--- src/rtl/lcs_pkg.sv ---
package lcs_pkg;

	localparam int MaxLen = 32;
	localparam int LenW = $clog2(MaxLen + 1);
	localparam int IdxW = (MaxLen > 1) ? $clog2(MaxLen) : 1;
	localparam int DirDepth = MaxLen * MaxLen;
	localparam int DirAw = (DirDepth > 1) ? $clog2(DirDepth) : 1;
	localparam int QDepth = 4;
	localparam int QAw = $clog2(QDepth);

	typedef enum logic [1:0] {
		FUNC_APPEND_A = 2'd0,
		FUNC_APPEND_B = 2'd1,
		FUNC_RUN      = 2'd2,
		FUNC_NONE     = 2'd3
	} func_t;

	typedef enum logic [1:0] {
		DIR_DIAG = 2'd0,
		DIR_UP   = 2'd1,
		DIR_LEFT = 2'd2
	} dir_t;

	// classified command handed from front to back
	typedef struct packed {
		func_t      func;
		logic [7:0] symbol;
	} cmd_t;

	typedef enum logic [3:0] {
		ST_IDLE,
		ST_CLEAR,
		ST_RD,
		ST_FILL,
		ST_TB_RD,
		ST_TB_WAIT,
		ST_TB_STEP,
		ST_EMIT,
		ST_FINAL
	} state_t;

endpackage

--- src/rtl/lcs_front.sv ---
module lcs_front (
	input  logic          clk,
	input  logic          arst_n,
	input  logic          in_valid,
	output logic          in_ready,
	input  logic [1:0]    func,
	input  logic [7:0]    symbol,
	output lcs_pkg::cmd_t q_data,
	output logic          q_valid,
	input  logic          q_pop
);
	import lcs_pkg::*;

	cmd_t           mem_q [QDepth];
	logic [QAw-1:0] wr_q;
	logic [QAw-1:0] rd_q;
	logic [QAw:0]   cnt_q;
	logic           push;
	logic           pop;

	// unused func code is dropped here and never queued
	assign in_ready = (cnt_q != (QAw+1)'(QDepth));
	assign push = in_valid && in_ready && (func != FUNC_NONE);
	assign pop = q_pop && q_valid;
	assign q_valid = (cnt_q != '0);
	assign q_data = mem_q[rd_q];

	// command queue storage
	always_ff @(posedge clk) begin
		if (push) begin
			mem_q[wr_q] <= '{func: func_t'(func), symbol: symbol};
		end
	end

	// queue pointers
	always_ff @(posedge clk or negedge arst_n) begin
		if (!arst_n) begin
			wr_q <= '0;
			rd_q <= '0;
			cnt_q <= '0;
		end else begin
			if (push) wr_q <= wr_q + 1'b1;
			if (pop) rd_q <= rd_q + 1'b1;
			cnt_q <= cnt_q + (QAw+1)'(push) - (QAw+1)'(pop);
		end
	end
endmodule

--- src/rtl/lcs_back.sv ---
module lcs_back (
	input  logic          clk,
	input  logic          arst_n,
	input  lcs_pkg::cmd_t q_data,
	input  logic          q_valid,
	output logic          q_pop,
	output logic [7:0]    symbol_out,
	output logic          symbol_valid,
	output logic [5:0]    lcs_length,
	output logic          overflowed,
	output logic          last,
	output logic          out_valid,
	input  logic          out_ready
);
	import lcs_pkg::*;

	state_t state_q, state_d;

	logic [7:0]      str_a [MaxLen];
	logic [7:0]      str_b [MaxLen];
	logic [1:0]      dir_mem [DirDepth];
	// score of column j is kept at entry j-1; column zero is always zero
	logic [LenW-1:0] row_q [MaxLen];
	logic [7:0]      found_mem [MaxLen];

	logic [LenW-1:0] len_a_q, len_b_q, n_q, m_q;
	logic            ovf_q;
	logic [LenW-1:0] i_q, j_q, k_q, res_len_q;
	logic [LenW-1:0] diag_q;
	logic [7:0]      a_s1, b_s1;
	logic [1:0]      dir_rd_q;
	logic [7:0]      sym_rd_q;
	logic [7:0]      found_rd_q;
	logic            ovf_run_q;

	// output register
	logic            ov_q;
	logic [7:0]      o_sym_q;
	logic            o_sv_q, o_last_q, o_ovf_q;
	logic [5:0]      o_len_q;
	logic            out_free;
	logic            emit_fire;

	logic            load_cmd;
	logic [LenW-1:0] up, left, val;
	dir_t            dir;
	logic            at_end;
	logic [DirAw-1:0] fill_addr, tb_addr;

	assign out_free = !ov_q || out_ready;
	assign emit_fire = out_free && (state_q == ST_EMIT || state_q == ST_FINAL);
	assign out_valid = ov_q;
	assign symbol_out = o_sym_q;
	assign symbol_valid = o_sv_q;
	assign lcs_length = o_len_q;
	assign overflowed = o_ovf_q;
	assign last = o_last_q;

	assign load_cmd = (state_q == ST_IDLE) && q_valid && (q_data.func != FUNC_RUN);

	// cell score
	assign up = row_q[IdxW'(j_q - 1'b1)];
	assign left = (j_q == LenW'(1)) ? '0 : row_q[IdxW'(j_q - LenW'(2))];
	always_comb begin
		if (a_s1 == b_s1) begin
			val = diag_q + 1'b1;
			dir = DIR_DIAG;
		end else if (up >= left) begin
			val = up;
			dir = DIR_UP;
		end else begin
			val = left;
			dir = DIR_LEFT;
		end
	end
	assign at_end = (j_q == m_q);
	assign fill_addr = DirAw'((i_q - 1'b1) * MaxLen + (j_q - 1'b1));
	assign tb_addr = fill_addr;

	// next state
	always_comb begin
		state_d = state_q;
		unique case (state_q)
			ST_IDLE: if (q_valid && q_data.func == FUNC_RUN) state_d = ST_CLEAR;
			ST_CLEAR: state_d = (n_q == '0 || m_q == '0) ? ST_TB_STEP : ST_RD;
			ST_RD: state_d = ST_FILL;
			ST_FILL: begin
				if (at_end && i_q == n_q) state_d = ST_TB_RD;
				else state_d = ST_RD;
			end
			ST_TB_RD: state_d = ST_TB_WAIT;
			ST_TB_WAIT: state_d = ST_TB_STEP;
			ST_TB_STEP: begin
				if (i_q == '0 && j_q == '0) state_d = (k_q == '0) ? ST_FINAL : ST_EMIT;
				else if (i_q != '0 && j_q != '0) state_d = ST_TB_RD;
			end
			ST_EMIT: if (out_free && k_q == LenW'(1)) state_d = ST_FINAL;
			ST_FINAL: if (out_free) state_d = ST_IDLE;
			default: state_d = ST_IDLE;
		endcase
	end

	// queue pop
	always_comb begin
		q_pop = 1'b0;
		unique case (state_q)
			ST_IDLE: q_pop = q_valid;
			default: q_pop = 1'b0;
		endcase
	end

	always_ff @(posedge clk or negedge arst_n) begin
		if (!arst_n) state_q <= ST_IDLE;
		else state_q <= state_d;
	end

	// string stores
	always_ff @(posedge clk) begin
		if (load_cmd && q_data.func == FUNC_APPEND_A && len_a_q < LenW'(MaxLen))
			str_a[len_a_q[IdxW-1:0]] <= q_data.symbol;
		if (load_cmd && q_data.func == FUNC_APPEND_B && len_b_q < LenW'(MaxLen))
			str_b[len_b_q[IdxW-1:0]] <= q_data.symbol;
	end

	// operand read for one cell
	always_ff @(posedge clk) begin
		a_s1 <= str_a[IdxW'(i_q - 1'b1)];
		b_s1 <= str_b[IdxW'(j_q - 1'b1)];
		sym_rd_q <= str_a[IdxW'(i_q - 1'b1)];
	end

	// direction memory
	always_ff @(posedge clk) begin
		if (state_q == ST_FILL) dir_mem[fill_addr] <= dir;
		dir_rd_q <= dir_mem[tb_addr];
	end

	// found symbol stack, read ahead of the pop that is taking place
	always_ff @(posedge clk) begin
		if (state_q == ST_TB_STEP && i_q != '0 && j_q != '0 && dir_rd_q == DIR_DIAG)
			found_mem[IdxW'(k_q)] <= sym_rd_q;
		found_rd_q <= found_mem[IdxW'(k_q - ((state_q == ST_EMIT && out_free) ?
			LenW'(2) : LenW'(1)))];
	end

	// score row
	always_ff @(posedge clk or negedge arst_n) begin
		if (!arst_n) begin
			for (int r = 0; r < MaxLen; r++) row_q[r] <= '0;
		end else if (state_q == ST_CLEAR) begin
			for (int r = 0; r < MaxLen; r++) row_q[r] <= '0;
		end else if (state_q == ST_FILL) begin
			row_q[IdxW'(j_q - 1'b1)] <= val;
		end
	end

	// control counters
	always_ff @(posedge clk or negedge arst_n) begin
		if (!arst_n) begin
			len_a_q <= '0;
			len_b_q <= '0;
			ovf_q <= 1'b0;
			n_q <= '0;
			m_q <= '0;
			i_q <= '0;
			j_q <= '0;
			k_q <= '0;
			diag_q <= '0;
			res_len_q <= '0;
			ovf_run_q <= 1'b0;
			ov_q <= 1'b0;
			o_sym_q <= '0;
			o_sv_q <= 1'b0;
			o_len_q <= '0;
			o_ovf_q <= 1'b0;
			o_last_q <= 1'b0;
		end else begin
			if (emit_fire) ov_q <= 1'b1;
			else if (out_ready) ov_q <= 1'b0;
			unique case (state_q)
				ST_IDLE: begin
					if (load_cmd) begin
						if (q_data.func == FUNC_APPEND_A) begin
							if (len_a_q < LenW'(MaxLen)) len_a_q <= len_a_q + 1'b1;
							else ovf_q <= 1'b1;
						end else begin
							if (len_b_q < LenW'(MaxLen)) len_b_q <= len_b_q + 1'b1;
							else ovf_q <= 1'b1;
						end
					end else if (q_valid) begin
						n_q <= len_a_q;
						m_q <= len_b_q;
						i_q <= len_a_q;
						j_q <= len_b_q;
						ovf_run_q <= ovf_q;
						ovf_q <= 1'b0;
						len_a_q <= '0;
						len_b_q <= '0;
					end
				end
				ST_CLEAR: begin
					k_q <= '0;
					res_len_q <= '0;
					diag_q <= '0;
					if (n_q != '0 && m_q != '0) begin
						i_q <= LenW'(1);
						j_q <= LenW'(1);
					end
				end
				ST_FILL: begin
					if (at_end) begin
						if (i_q == n_q) begin
							res_len_q <= val;
							i_q <= n_q;
							j_q <= m_q;
						end else begin
							i_q <= i_q + 1'b1;
							j_q <= LenW'(1);
							diag_q <= '0;
						end
					end else begin
						j_q <= j_q + 1'b1;
						diag_q <= up;
					end
				end
				ST_TB_STEP: begin
					if (i_q == '0) begin
						if (j_q != '0) j_q <= j_q - 1'b1;
					end else if (j_q == '0) begin
						i_q <= i_q - 1'b1;
					end else if (dir_rd_q == DIR_DIAG) begin
						k_q <= k_q + 1'b1;
						i_q <= i_q - 1'b1;
						j_q <= j_q - 1'b1;
					end else if (dir_rd_q == DIR_UP) begin
						i_q <= i_q - 1'b1;
					end else begin
						j_q <= j_q - 1'b1;
					end
				end
				ST_EMIT: begin
					if (out_free) begin
						o_sym_q <= found_rd_q;
						o_sv_q <= 1'b1;
						o_len_q <= '0;
						o_ovf_q <= 1'b0;
						o_last_q <= 1'b0;
						k_q <= k_q - 1'b1;
					end
				end
				ST_FINAL: begin
					if (out_free) begin
						o_sym_q <= '0;
						o_sv_q <= 1'b0;
						o_len_q <= 6'(res_len_q);
						o_ovf_q <= ovf_run_q;
						o_last_q <= 1'b1;
					end
				end
				default: ;
			endcase
		end
	end
endmodule

--- src/rtl/longest_common_subsequence_top.sv ---
// longest common subsequence engine
// input channel: in_valid/in_ready with func and symbol. func 0 appends
// symbol to the first string, func 1 to the second, func 2 runs, func 3
// is ignored. a load request is taken through a four-entry command queue;
// an append beyond 32 symbols sets a sticky overflow flag.
// output channel: out_valid/out_ready with symbol_out, symbol_valid,
// lcs_length, overflowed and last. a run emits the subsequence symbols in
// forward order, then one item with last set carrying length and overflow.
// a run fills the table cell by cell (a read state, then a fill state)
// through the string and direction memories, then traces back (read,
// wait and step states per inner step, the step state alone along the
// top row or left column), emits the results; the run empties both strings.
// results sit in an output register; while the receiver stalls the
// engine holds and the queue keeps accepting requests until it fills.
// reset clears lengths, scores, the flag and all control state.
module longest_common_subsequence_top (
	input  logic       clk,
	input  logic       arst_n,
	input  logic       in_valid,
	output logic       in_ready,
	input  logic [1:0] func,
	input  logic [7:0] symbol,
	output logic       out_valid,
	input  logic       out_ready,
	output logic [7:0] symbol_out,
	output logic       symbol_valid,
	output logic [5:0] lcs_length,
	output logic       overflowed,
	output logic       last
);
	import lcs_pkg::*;

	cmd_t q_data;
	logic q_valid;
	logic q_pop;

	lcs_front u_front (
		.clk(clk), .arst_n(arst_n), .in_valid(in_valid), .in_ready(in_ready),
		.func(func), .symbol(symbol), .q_data(q_data), .q_valid(q_valid),
		.q_pop(q_pop)
	);

	lcs_back u_back (
		.clk(clk), .arst_n(arst_n), .q_data(q_data), .q_valid(q_valid),
		.q_pop(q_pop), .symbol_out(symbol_out), .symbol_valid(symbol_valid),
		.lcs_length(lcs_length), .overflowed(overflowed), .last(last),
		.out_valid(out_valid), .out_ready(out_ready)
	);
endmodule

--- config.mk ---
export PLATFORM = sky130hd
export DESIGN_NAME = longest_common_subsequence_top
export DESIGN_NICKNAME = d
export VERILOG_FILES = /design/src/rtl/lcs_pkg.sv /design/src/rtl/lcs_front.sv /design/src/rtl/lcs_back.sv /design/src/rtl/longest_common_subsequence_top.sv
export SDC_FILE = /design/constraint.sdc
export NUM_CORES = 2
export LEC_CHECK = 0
export BUFFER_PORTS_ARGS = -buffer_cell sky130_fd_sc_hd__buf_2
export CORE_ASPECT_RATIO = 0.9
export CORE_UTILIZATION = 60
export DETAILED_ROUTE_END_ITERATION = 10
export PLACE_DENSITY = 0.82
export SLEW_MARGIN = 20
export SYNTH_ARGS = -nofsm -noshare
export SYNTH_HDL_FRONTEND = slang
export SYNTH_HIERARCHICAL = 1
export SYNTH_SLANG_ARGS = --single-unit
--- constraint.sdc ---
create_clock -name clk -period 39.5 [get_ports clk]
set_clock_uncertainty 0.05 [all_clocks]
set_input_delay 9.875 -clock clk [delete_from_list [all_inputs] [get_ports clk]]
set_output_delay 9.875 -clock clk [all_outputs]
set_load 0.05 [all_outputs]
==> impl_metrics.toml <==
[detailed_routing]
drc = 0
num_vias = 76970
ant_nets = 0
wl_per_cell_um = 33.8
post_drt_via_cell_ratio = 7.19
first_pass_iters = 9
drt-initial-drc-count = 14056
routed_wl_um = 362000

[synthesis]
ys_seq_area_share_pct = 71.4
synthTopCellsByArea = "edfxtp_1 (66%), mux4_2 (14%), dfrtp_1 (5.3%), nor2_1 (3.5%), nand2_1 (1.9%)"
netlist_instances = 7639
ys_warn_count = 6
yosysMostFrequentCell = "edfxtp_1"
synth_top_area_share_pct = 65.7
ys.flop_type = "edfxtp_1"
yosys-top-cells-count = "edfxtp_1 (2856), nor2_1 (1202), mux4_2 (813)"
syn-num-nets = 7699
synth.largest_area_cell = "edfxtp_1"
synth_cell_types = 93
syn-cell-area_um2 = 130000
async_reset_ff_share_pct = 8.77
syn_avg_cell_area_um2 = 17.1
synth_edf_count = 2856
synth_seq_cells = 3159

[floorplanning]
chipHeight_um = 444
io_pins = 33
die_area_um2 = 219000
start_util_pct = 60.3
die_w_um = 494
fp-row-count = 162
core-area_um2 = 216000

[global_routing]
grt_first_pass_wirelength_um = 522000
top_usage_layer = "met2"
met1_usage_pct = 43.7
grt_pass1_vias = 76914
grt_start_max_net_pins = 288
antenna_found_initial = 11
grt_overflow_total = 0
met2_usage_pct = 50.1
met3_usage_pct = 10.2
grtUsageTotal_pct = 33.1

[setup_path]
reg2regPathDepth = 24
cp_max_fo = 41
crit_family = "multiplexers"
crit_required_ns = 40.26
worst-setup-path-type = "in2reg"
crit_buf_inv = 3
critPathLaunchType = "primary input"
cp_slowest_cell = "nor2_1"
critPathArrivalTime_ns = 14.49
path_cells = "buf_2 -> nand2b_1 -> nand2_1 -> nor2_1 -> inv_1 -> ha_4 -> buf_4 -> mux4_2 -> mux4_2 -> mux2_2"
max_stage_delay_ns = 0.84
crit_path_frequent_cell = "mux4_2"
cp.depth = 10
cp-end-kind = "flop"

[sta]
min_period_ns = 13.73
worstMarginPinSlew_ns = 1.46
hold_viol_final = 0
finalCritPeriodShare_pct = 34.8
slew_headroom_pct = 1.51
clock.fmax_mhz = 72.8
slew_violations = 0
setup-tns-final_ns = 0
setup_violations = 0
rsz0062_at_grt = "false"

[worst_hold_path]
hp-class = "reg2reg"
whs_path_depth = 1

[placed_design]
post-dp-hpwl_um = 195000
io_buffers = 32
gp_congestion = 0.919

[cts]
postCtsSetupBuffers = 0
ctsHoldBuffers = 0
cts_tree = "yes"
cts_resized = 0
clkSinkCount = 3159
htreeDepth = 5
cts_buffers = 317
root_buffer = "clkbuf_16"
clk_latency_ns = 0.98
cts_max_path_buffers = 4
clk_pin_slew_ns = 0.07

[final_layout]
area_growth_pct = 10.1
nets = 7652
drive_above_1_share_pct = 20.5

[run_status]
status = "finished, violations left"
violations = "capacitance limit"

[run]
cap_violations = 1
## stage by stage
stage / worst slack [ns] / cells / instance area [µm²] / hold WS [ns] / util (%)
final: 25.77 / 10710 / 144000 / 0.403 / 66.4
after global placement: 25.15 / 10140 / 133000 / 0.423 / 61.6
after CTS: 25.83 / 10689 / 143000 / 0.395 / 66.3
after detailed placement: 24.93 / 10140 / 133000 / 0.428 / 61.6
after global routing: 25.62 / 10695 / 144000 / 0.406 / 66.4
after floorplan: 6.48 / 7639 / 130000 / 0.383 / -
## layout make-up
cell class / instances / area, µm²
Antenna cell: 18 / 45.0
Inverter: 32 / 120
Tap cell: 2870 / 3590
Timing Repair Buffer: 202 / 1640
Sequential cell: 3159 / 93200
Fill cell: 12807 / 72600
Multi-Input combinational cell: 3880 / 34800
Clock inverter: 161 / 1700
Clock buffer: 388 / 8500
## cells in the final DEF (no fill, tap or decap), types with 11 or more instances in the layout
| master | instances |
|---|---|
| edfxtp_1 | 2856 |
| nor2_1 | 1192 |
| mux4_2 | 808 |
| nand2_1 | 591 |
| clkbuf_16 | 327 |
| dfrtp_1 | 274 |
| o21ai_0 | 220 |
| buf_4 | 155 |
| a21oi_1 | 134 |
| nand3_1 | 112 |
| a22oi_1 | 87 |
| clkinv_1 | 65 |
| o22ai_1 | 59 |
| nand2_2 | 53 |
| clkbuf_1 | 52 |
| clkinv_2 | 41 |
| a22o_1 | 40 |
| ha_1 | 40 |
| bufinv_16 | 36 |
| mux2i_1 | 36 |
| buf_2 | 31 |
| nand4_1 | 29 |
| inv_1 | 28 |
| mux4_1 | 28 |
| xnor2_1 | 27 |
| nor3_1 | 26 |
| a221oi_1 | 25 |
| a31oi_1 | 25 |
| xor2_1 | 25 |
| a211oi_1 | 21 |
| o31ai_1 | 20 |
| mux2_2 | 19 |
| diode_2 | 18 |
| and3_1 | 18 |
| o21ai_1 | 18 |
| dfxtp_1 | 18 |
| mux4_4 | 14 |
| clkinvlp_4 | 12 |
| nor4_1 | 11 |
## worst paths after layout
path                                               from                                to  slack (ns)
max                                           out_ready      u_back/found_rd_q[2]$_DFF_P_       25.77
min in group asynchronous                        arst_n  u_back/lcs_length[4]$_DFFE_PN0P_        8.94
max reg2reg                   u_back/j_q[0]$_DFFE_PN0P_  u_back/dir_mem[232][1]$_DFFE_PP_       28.60
min                        u_back/found_rd_q[1]$_DFF_P_  u_back/symbol_out[1]$_DFFE_PN0P_        0.40
min reg2reg                u_back/found_rd_q[1]$_DFF_P_  u_back/symbol_out[1]$_DFFE_PN0P_        0.40
max in group asynchronous                        arst_n         u_back/i_q[0]$_DFFE_PN0P_       28.27
## layer usage
| metal | wire length (µm) | vias to the layer above |
|---|---|---|
| li1 | - | 29771 |
| met1 | 118000 | 38650 |
| met2 | 166000 | 7046 |
| met3 | 55300 | 1495 |
| met4 | 21900 | 8 |
| met5 | 61 | - |
## worst reg2reg max path, cell delays in order (launching register included)
cell and delay, ns:
dfrtp_4 0.91, clkinv_1 0.65, ha_4 0.47, nor3b_2 0.25, xnor2_2 0.18, buf_4 0.33, buf_4 0.42, nand2_2 0.14
buf_4 0.57, o22ai_1 0.19, a221oi_1 0.34, o21a_1 0.25, ha_1 0.25, nand2b_1 0.15, a21o_1 0.18, a21o_1 0.17
a21o_1 0.18, a21oi_1 0.20, o21ai_1 0.22, nor2_4 0.15, buf_4 0.61, buf_12 0.60, buf_4 1.19, buf_4 0.99
buf_4 0.92
## registers in the layout (all words and copies together) (netlist names), 3 cells and up
signal             cells
u_back/dir_mem      2048
u_back/diag_q          6
u_back/sym_rd_q        8
u_back/found_mem     256
u_back/k_q             6
u_back/len_a_q         6
u_back/state_q         4
u_back/i_q             6
u_back/found_rd_q      8
u_back/res_len_q       6
u_back/str_a         256
u_front/cnt_q          3
u_back/str_b         256
u_front/mem_q         40
u_back/lcs_length      6
u_back/symbol_out      8
u_back/m_q             6
u_back/j_q             6
u_back/row_q         192
u_back/b_s1            8
u_back/n_q             6
u_back/len_b_q         6
## kinds of logic after synthesis
kind of cell	after synthesis	share of synthesized area, %
and+or+nand+nor	2124	6.59
adders and majority gates	46	0.458
DFF	3159	71.4
buffers and inverters	600	2.22
muxes	906	15.2
xor gates and xnor gates	65	0.468
AOI/OAI and AO/OA	739	3.61
Power is left out: the tool's default activity adds up to more than one toggle a clock period on the data nets, which glitch-free logic cannot reach.
